<file path="config.mk">
export PLATFORM = sky130hd
export DESIGN_NAME = camera_trigger_exposure_compensation
export DESIGN_NICKNAME = d
export VERILOG_FILES = /design/src/rtl/ctec_pkg.sv /design/src/rtl/camera_trigger_exposure_compensation.sv
export VERILOG_INCLUDE_DIRS = /design/src /design/src/rtl
export SDC_FILE = /design/constraint.sdc
export NUM_CORES = 2
export LEC_CHECK = 0
export BUFFER_PORTS_ARGS = -buffer_cell sky130_fd_sc_hd__buf_4
export CAP_MARGIN = 20
export CORE_MARGIN = 4
export CORE_UTILIZATION = 51
export DETAILED_ROUTE_END_ITERATION = 16
export HOLD_SLACK_MARGIN = 0.06
export PLACE_DENSITY = 0.68
export SYNTH_ARGS = -nofsm -noshare
export SYNTH_HDL_FRONTEND = slang
export SYNTH_SLANG_ARGS = --single-unit
</file>
<file path="constraint.sdc">
create_clock -name clk -period 20.9 [get_ports clk]
set_input_delay 3.135 -clock clk [delete_from_list [all_inputs] [get_ports clk]]
set_output_delay 3.135 -clock clk [all_outputs]
set_load 0.02 [all_outputs]
</file>
<file path="src/rtl/assert_macros.svh">
// assertion macros for the rtl top level
`ifndef ASSERT_MACROS_SVH
`define ASSERT_MACROS_SVH

// condition holds on every clock edge out of reset
`define CTEC_ASSERT(lbl, cond, msg) \
	lbl: assert property (@(posedge clk) disable iff (!arst_n) (cond)) else $error(msg);

// antecedent implies consequent in the same cycle
`define CTEC_ASSERT_IMP(lbl, ante, cons, msg) \
	lbl: assert property (@(posedge clk) disable iff (!arst_n) (ante) |-> (cons)) else $error(msg);

// antecedent implies consequent in the next cycle
`define CTEC_ASSERT_NXT(lbl, ante, cons, msg) \
	lbl: assert property (@(posedge clk) disable iff (!arst_n) (ante) |=> (cons)) else $error(msg);

`endif

</file>
<file path="src/rtl/ctec_pkg.sv">
// types and constants of the camera trigger exposure compensation block
`default_nettype none

package ctec_pkg;

	localparam int unsigned TIME_W  = 32;
	localparam int unsigned COUNT_W = 32;
	localparam int unsigned TICK_W  = 16;
	localparam int unsigned RATE_W  = 24;
	localparam int unsigned CFG_W   = 32;
	localparam int unsigned IDX_W   = 3;
	localparam int unsigned RATE_FRAC_SHIFT = 17; // q16 scale plus the halving
	localparam int unsigned PROD_W  = TIME_W + RATE_W;

	localparam int unsigned IN_DATA_W  = 32;
	localparam int unsigned OUT_DATA_W = 88;
	localparam int unsigned OUT_USER_W = 2;

	typedef enum logic {
		KIND_PERIOD       = 1'b0,
		KIND_EXPOSURE_END = 1'b1
	} kind_t;

	typedef enum logic [IDX_W-1:0] {
		REG_ENABLED          = 3'd0,
		REG_COMP_ENABLE      = 3'd1,
		REG_PERIOD_TICKS     = 3'd2,
		REG_MAX_EXPOSURE_US  = 3'd3,
		REG_TICKS_PER_US_Q16 = 3'd4
	} reg_idx_t;

	localparam logic              RST_ENABLED      = 1'b0;
	localparam logic              RST_COMP_ENABLE  = 1'b1;
	localparam logic [TICK_W-1:0] RST_PERIOD_TICKS = 16'd65535;
	localparam logic [TIME_W-1:0] RST_MAX_EXPOSURE = 32'd9900;
	localparam logic [RATE_W-1:0] RST_TICKS_PER_US = 24'd3145728;

	typedef struct packed {
		logic              compare_write;
		logic [TICK_W-1:0] compare_value;
		logic [COUNT_W-1:0] image_number;
		logic [TIME_W-1:0] timestamp_us;
		logic              timestamp_valid;
		logic              trigger_pulse;
	} result_t;

endpackage

`default_nettype wire

</file>
<file path="src/rtl/camera_trigger_exposure_compensation.sv">
// camera trigger controller with mid-exposure timestamping, top level
//
// Periodic camera trigger controller. Each input transfer is one event: the
// trigger timer's period elapsed (tuser 0) or the camera's exposure-end edge
// (tuser 1), with the current microsecond time in tdata. In plain mode every
// period event fires a trigger, takes a timestamp, counts the image and
// reloads the standard period. In compensating mode the period event fires
// the trigger and re-aims the timer at mid exposure, where the next period
// event takes the timestamp. The exposure-end event measures the exposure,
// turns half of it into timer ticks (Q8.16 rate) and returns the compare
// value period minus that delay, saturating at zero; a zero or too-long
// exposure drops compensation. Every event gives exactly one result transfer.
// Rate: one event per clock cycle while the output does not stall, set by the
// exposure path state update (32x24 multiply, saturation, period subtract).
// Events pass stage s1, then s2. The user must write configuration through
// cfg_we/cfg_index/cfg_data only while idle; the block does not enforce it.
`default_nettype none

module camera_trigger_exposure_compensation (
	input  wire                           clk,
	input  wire                           arst_n,
	// configuration write port
	input  wire                           cfg_we,
	input  wire  [ctec_pkg::IDX_W-1:0]    cfg_index,
	input  wire  [ctec_pkg::CFG_W-1:0]    cfg_data,
	// event input
	input  wire                           s_axis_tvalid,
	output logic                          s_axis_tready,
	input  wire  [ctec_pkg::IN_DATA_W-1:0] s_axis_tdata,  // [31:0] time_us
	input  wire                           s_axis_tuser,  // [0] kind
	// result output
	output logic                          m_axis_tvalid,
	input  wire                           m_axis_tready,
	// [0] trigger_pulse, [32:1] timestamp_us, [64:33] image_number,
	// [80:65] compare_value, [87:81] zero
	output logic [ctec_pkg::OUT_DATA_W-1:0] m_axis_tdata,
	// [0] timestamp_valid, [1] compare_write
	output logic [ctec_pkg::OUT_USER_W-1:0] m_axis_tuser
);
	import ctec_pkg::*;

	`include "assert_macros.svh"

	// configuration registers
	logic              enabled_q;
	logic              comp_en_q;
	logic [TICK_W-1:0] period_q;
	logic [TIME_W-1:0] max_expo_q;
	logic [RATE_W-1:0] tpu_q;

	// controller state
	logic               compensating_q;
	logic               exposing_q;
	logic [COUNT_W-1:0] image_count_q;
	logic [TIME_W-1:0]  expo_start_q;
	logic [TICK_W-1:0]  delay_q;

	// input stage
	logic              valid_s1;
	kind_t             kind_s1;
	logic [TIME_W-1:0] time_s1;

	// result stage
	logic    valid_s2;
	result_t res_s2;

	logic advance;   // input stage moves into the result register
	logic take_in;

	assign advance       = valid_s1 && (!valid_s2 || m_axis_tready);
	assign s_axis_tready = !valid_s1 || advance;
	assign take_in       = s_axis_tvalid && s_axis_tready;

	always_ff @(posedge clk or negedge arst_n) begin
		if (!arst_n) begin
			enabled_q  <= RST_ENABLED;
			comp_en_q  <= RST_COMP_ENABLE;
			period_q   <= RST_PERIOD_TICKS;
			max_expo_q <= RST_MAX_EXPOSURE;
			tpu_q      <= RST_TICKS_PER_US;
		end else if (cfg_we) begin
			unique case (reg_idx_t'(cfg_index))
				REG_ENABLED:          enabled_q  <= cfg_data[0];
				REG_COMP_ENABLE:      comp_en_q  <= cfg_data[0];
				REG_PERIOD_TICKS:     period_q   <= cfg_data[TICK_W-1:0];
				REG_MAX_EXPOSURE_US:  max_expo_q <= cfg_data[TIME_W-1:0];
				REG_TICKS_PER_US_Q16: tpu_q      <= cfg_data[RATE_W-1:0];
				default: ; // writes beyond the register list are dropped
			endcase
		end
	end

	// exposure path: length, half of it in ticks, next compare value
	logic [TIME_W-1:0] expo;
	logic [PROD_W-1:0] prod;
	logic [TICK_W-1:0] half_ticks;
	logic              expo_reject;
	logic [TICK_W-1:0] end_delay;
	logic [TICK_W-1:0] end_compare;

	assign expo        = time_s1 - expo_start_q;  // wraps modulo 2^32
	assign prod        = PROD_W'(expo) * PROD_W'(tpu_q);
	assign half_ticks  = (|prod[PROD_W-1:RATE_FRAC_SHIFT+TICK_W]) ? {TICK_W{1'b1}}
	                   : prod[RATE_FRAC_SHIFT+TICK_W-1:RATE_FRAC_SHIFT];
	assign expo_reject = (expo == '0) || (expo >= max_expo_q);
	assign end_delay   = expo_reject ? '0 : half_ticks;
	assign end_compare = (period_q > end_delay) ? (period_q - end_delay) : '0;

	// next state and result of the event in the input stage
	result_t            res_d;
	logic               compensating_d;
	logic               exposing_d;
	logic [COUNT_W-1:0] image_count_d;
	logic [TIME_W-1:0]  expo_start_d;
	logic [TICK_W-1:0]  delay_d;

	always_comb begin
		compensating_d = compensating_q;
		exposing_d     = exposing_q;
		image_count_d  = image_count_q;
		expo_start_d   = expo_start_q;
		delay_d        = delay_q;
		res_d          = '0;
		case (kind_s1)
			KIND_PERIOD: begin
				if (enabled_q) begin
					if (comp_en_q && compensating_q && exposing_q) begin
						// mid exposure: timestamp here, back to the period
						compensating_d        = 1'b0;
						res_d.timestamp_valid = 1'b1;
						res_d.timestamp_us    = time_s1;
						res_d.compare_write   = 1'b1;
						res_d.compare_value   = period_q;
					end else begin
						exposing_d          = 1'b1;
						expo_start_d        = time_s1;
						image_count_d       = image_count_q + 1'b1;
						res_d.trigger_pulse = 1'b1;
						res_d.compare_write = 1'b1;
						if (comp_en_q && compensating_q) begin
							// re-aim the timer at mid exposure
							res_d.compare_value = (delay_q != '0) ? (delay_q - 1'b1) : period_q;
						end else begin
							res_d.timestamp_valid = 1'b1;
							res_d.timestamp_us    = time_s1;
							res_d.compare_value   = period_q;
						end
					end
				end
			end
			KIND_EXPOSURE_END: begin
				if (comp_en_q) begin
					delay_d             = end_delay;
					compensating_d      = !expo_reject;
					exposing_d          = 1'b0;
					res_d.compare_write = 1'b1;
					res_d.compare_value = end_compare;
				end
			end
			default: ;
		endcase
		res_d.image_number = image_count_d;
	end

	always_ff @(posedge clk or negedge arst_n) begin
		if (!arst_n) begin
			compensating_q <= 1'b0;
			exposing_q     <= 1'b0;
			image_count_q  <= '0;
			expo_start_q   <= '0;
			delay_q        <= '0;
		end else if (advance) begin
			compensating_q <= compensating_d;
			exposing_q     <= exposing_d;
			image_count_q  <= image_count_d;
			expo_start_q   <= expo_start_d;
			delay_q        <= delay_d;
		end
	end

	// pipeline valid flags
	always_ff @(posedge clk or negedge arst_n) begin
		if (!arst_n) begin
			valid_s1 <= 1'b0;
			valid_s2 <= 1'b0;
		end else begin
			if (s_axis_tready) begin
				valid_s1 <= s_axis_tvalid;
			end
			if (advance) begin
				valid_s2 <= 1'b1;
			end else if (m_axis_tready) begin
				valid_s2 <= 1'b0;
			end
		end
	end

	// payload registers
	always_ff @(posedge clk) begin
		if (take_in) begin
			kind_s1 <= kind_t'(s_axis_tuser);
			time_s1 <= s_axis_tdata[TIME_W-1:0];
		end
		if (advance) begin
			res_s2 <= res_d;
		end
	end

	assign m_axis_tvalid = valid_s2;
	assign m_axis_tdata  = OUT_DATA_W'({res_s2.compare_value, res_s2.image_number,
	                                    res_s2.timestamp_us, res_s2.trigger_pulse});
	assign m_axis_tuser  = {res_s2.compare_write, res_s2.timestamp_valid};

	// every trigger also reloads the timer
	`CTEC_ASSERT_IMP(a_trig_writes_cmp, valid_s2 && res_s2.trigger_pulse, res_s2.compare_write, "trigger without compare write")
	// a trigger transfer counts exactly one image
	`CTEC_ASSERT_NXT(a_count_step, advance && res_d.trigger_pulse, image_count_q == $past(image_count_q) + 32'd1, "image count did not step")
	// the result carries the count left by its event
	`CTEC_ASSERT_NXT(a_count_out, advance, res_s2.image_number == image_count_q, "image number differs from state")
	// an accepted exposure end closes the exposure
	`CTEC_ASSERT_NXT(a_expo_close, advance && kind_s1 == KIND_EXPOSURE_END && comp_en_q, !exposing_q, "exposure still open after end edge")

endmodule

`default_nettype wire

</file>
==> run metrics <==
FF-to-FF setup slack 6.58 ns; Layout Area Growth over Synthesis 8.681%; Max Fanout on Critical Path 26; starting density of the core 51.77%; crit path buf inv count 4; Hold Crit Class reg2reg; Final #Nets 5,190; final instance area 0.04302 mm^2; largest family of logic cells by synthesized area adder cells; MaxCap Viol Count 0; RR Startpoint time_s1[10]$_DFFE_PP_; CP arrival 14.67 ns; clock slew at reported path FFs 0.06 ns; hold path depth 1; CP delay by family, top compound AO/OA/AOI/OAI gates; CTS max path bufs 3; top_reg_cell synth dfrtp_1; wire per inst 20.54 um; Vias/cell 5.594; Detailed Route WL 107.9 mm; final worst path period need 14.32 ns; RD Place Congestion 0.9301; Post-synth EDFFs 116; via count 29,390; Final Cycle Share 68.52%; sequential area share after synthesis 18.87%; Simple-Gate Fraction of Synth Area 16.86%; RR Endpoint m_axis_tdata[80]$_DFFE_PP_; HP Start image_count_q[31]$_DFFE_PN0P_; Worst-Margin Slew 1.058 ns; core area 0.07645 mm^2; Mapped Area 0.03958 mm^2; worst-case reg-to-reg path depth 44; Post-CTS Setup Inserts 0; most frequent cells in the layout inv_1 (761), fa_1 (659), nand2_1 (500); Post-CTS Hold Buffers 0; # rows 101; Avg Cell Area, Syn 9.528 um^2; H-tree levels 1; top cell type's share of synthesized area 33.33%; Synth Register Bits 274; Post-Syn Instances 4,154; Worst path max stage delay 0.88 ns; Fmax achieved 0.06983 GHz; I/O Buffers 157; Setup TNS Final 0 ns; cts repair resizes 0; Total GRT Usage 27.03%; WHS Endpoint image_count_q[31]$_DFFE_PN0P_; initial antenna violation count 1; DRT antenna net count 0; Synthesis Warnings 0; final hold slack 0.4928 ns; CTS tree yes; Worst setup EP type flip-flop; first-pass GRT wire length 175.1 mm; Crit path top cell by count fa_1; post-synth cell types 95; max-slew violation count 0; # setup viols final 0; final core occ 56.26%; grt total ovfl 0; top cells by area, synth fa_1 (33%), edfxtp_1 (8.8%), dfrtp_1 (8.3%); Final Skew 0.02935 ns; largest net degree at the start of global routing 71; CTS Sinks 274; Final Hold Fails 0; num ports 165; detailed-placement wirelength estimate 81.78 mm; TritonRoute pass-1 iters 6; Die Area 0.08213 mm^2; critical path's slowest cell o41ai_1; Synth area leader fa_1; mux contribution to synthesized area 3.149%; clk_lat worst skew 0.61 ns; CP Data Required Time 21.25 ns; Post-Synth Adder-Cell Area 41.52%; RSZ-0062 raised after global routing false; Residual DRC 0; post-synthesis compound-gate area fraction 7.457%; Max transition margin 29.37%; Post-Synth XOR/XNOR Area 2.810%; kind of critical path reg2reg; commonest non-fill, non-tap cell in the layout inv_1; FFs w/ async S/R, synth 57.66%; Initial DRC Count 1,863; clock root buffer clkbuf_16; CP startpoint kind flip-flop; dpl cell area 0.04195 mm^2; total CTS buffers 30; share of cells above drive strength 1 11.30%; vias in the first global route 31,270; chip width 286.6 um; chip height 286.6 um; status finished, final reports clean
==> registers in the layout, summed over array words and instances, names as in the netlist <==
| signal | flops |
|---|---|
| comp_en_q | 1 |
| compensating_q | 1 |
| delay_q | 16 |
| enabled_q | 1 |
| expo_start_q | 32 |
| exposing_q | 1 |
| image_count_q | 32 |
| kind_s1 | 1 |
| m_axis_tdata | 81 |
| m_axis_tuser | 2 |
| m_axis_tvalid | 1 |
| max_expo_q | 32 |
| period_q | 16 |
| time_s1 | 32 |
| tpu_q | 24 |
| valid_s1 | 1 |
==> synthesized netlist by cell type, types with 11 or more instances <==
cell type and n:
nand2_1 501, and3_1 38, o22ai_1 18, nor2b_1 40, ha_1 259, xor2_1 50, a31oi_1 11, a21oi_1 108
nand4_1 42, o21bai_1 11, dfrtp_1 132, o21a_1 21, o21ai_2 14, edfxtp_1 116, nor2_1 130, and2_1 399
inv_1 761, fa_1 659, o211ai_1 14, nor4_1 17, o21ai_0 95, nor3_1 25, nand3_1 43, nand2b_1 18
mux2_2 104, xnor2_1 77, a21o_1 33, clkbuf_1 188, o31ai_1 11, or3_1 12, dfstp_2 26, a211oi_1 11
==> metrics by stage <==
step	instances	setup WS, ns
after floorplan	4160	8.804
after global placement	5194	6.711
after detailed placement	5194	6.445
after CTS	5250	6.410
after global routing	5253	5.755
final	5254	6.579
==> worst max-delay path by stage <==
stage / from / end / slack, ns / cells after the start
6_report: time_s1[10]$_DFFE_PP_ / m_axis_tdata[80]$_DFFE_PP_ / 6.58 / 44
5_1_grt: time_s1[10]$_DFFE_PP_ / m_axis_tdata[80]$_DFFE_PP_ / 5.75 / 44
4_1_cts: time_s1[10]$_DFFE_PP_ / m_axis_tdata[80]$_DFFE_PP_ / 6.41 / 44
3_5_place_dp: time_s1[10]$_DFFE_PP_ / m_axis_tdata[80]$_DFFE_PP_ / 6.44 / 44
3_3_place_gp: time_s1[10]$_DFFE_PP_ / m_axis_tdata[80]$_DFFE_PP_ / 6.71 / 44
2_1_floorplan: time_s1[10]$_DFFE_PP_ / m_axis_tdata[80]$_DFFE_PP_ / 8.80 / 46
==> layout make-up <==
type	instances	area [um^2]
Fill cell	6792	33440
Timing Repair Buffer	214	1618
Multi-Input combinational cell	2917	28730
Inverter	762	2863
Sequential cell	274	7478
Antenna cell	1	2.502
Tap cell	1030	1289
Clock inverter	13	175.2
Clock buffer	43	860.8
==> layer usage <==
metal  global-route usage (%)  part of all wire (%)  up-vias
met2                    46.32                    49      903
met1                    35.47                    41    15140
met3                    3.177                   5.6      243
met4                    10.16                   4.1        0
li1                         -                     -    13110
met5                        0                     0        -
==> kinds of logic (layout without fill, tap and decap cells) <==
kind of cell	Yosys count	in the layout
compound gates	440	440
xor+xnor	127	127
fa+ha+maj	918	918
buf+inv	969	1032
flops	274	274
mux	111	111
other cells	1	8
simple gates	1314	1314
Power is not shown: default switching activity piles up to over one toggle a cycle in this logic, so the estimate is an artifact.
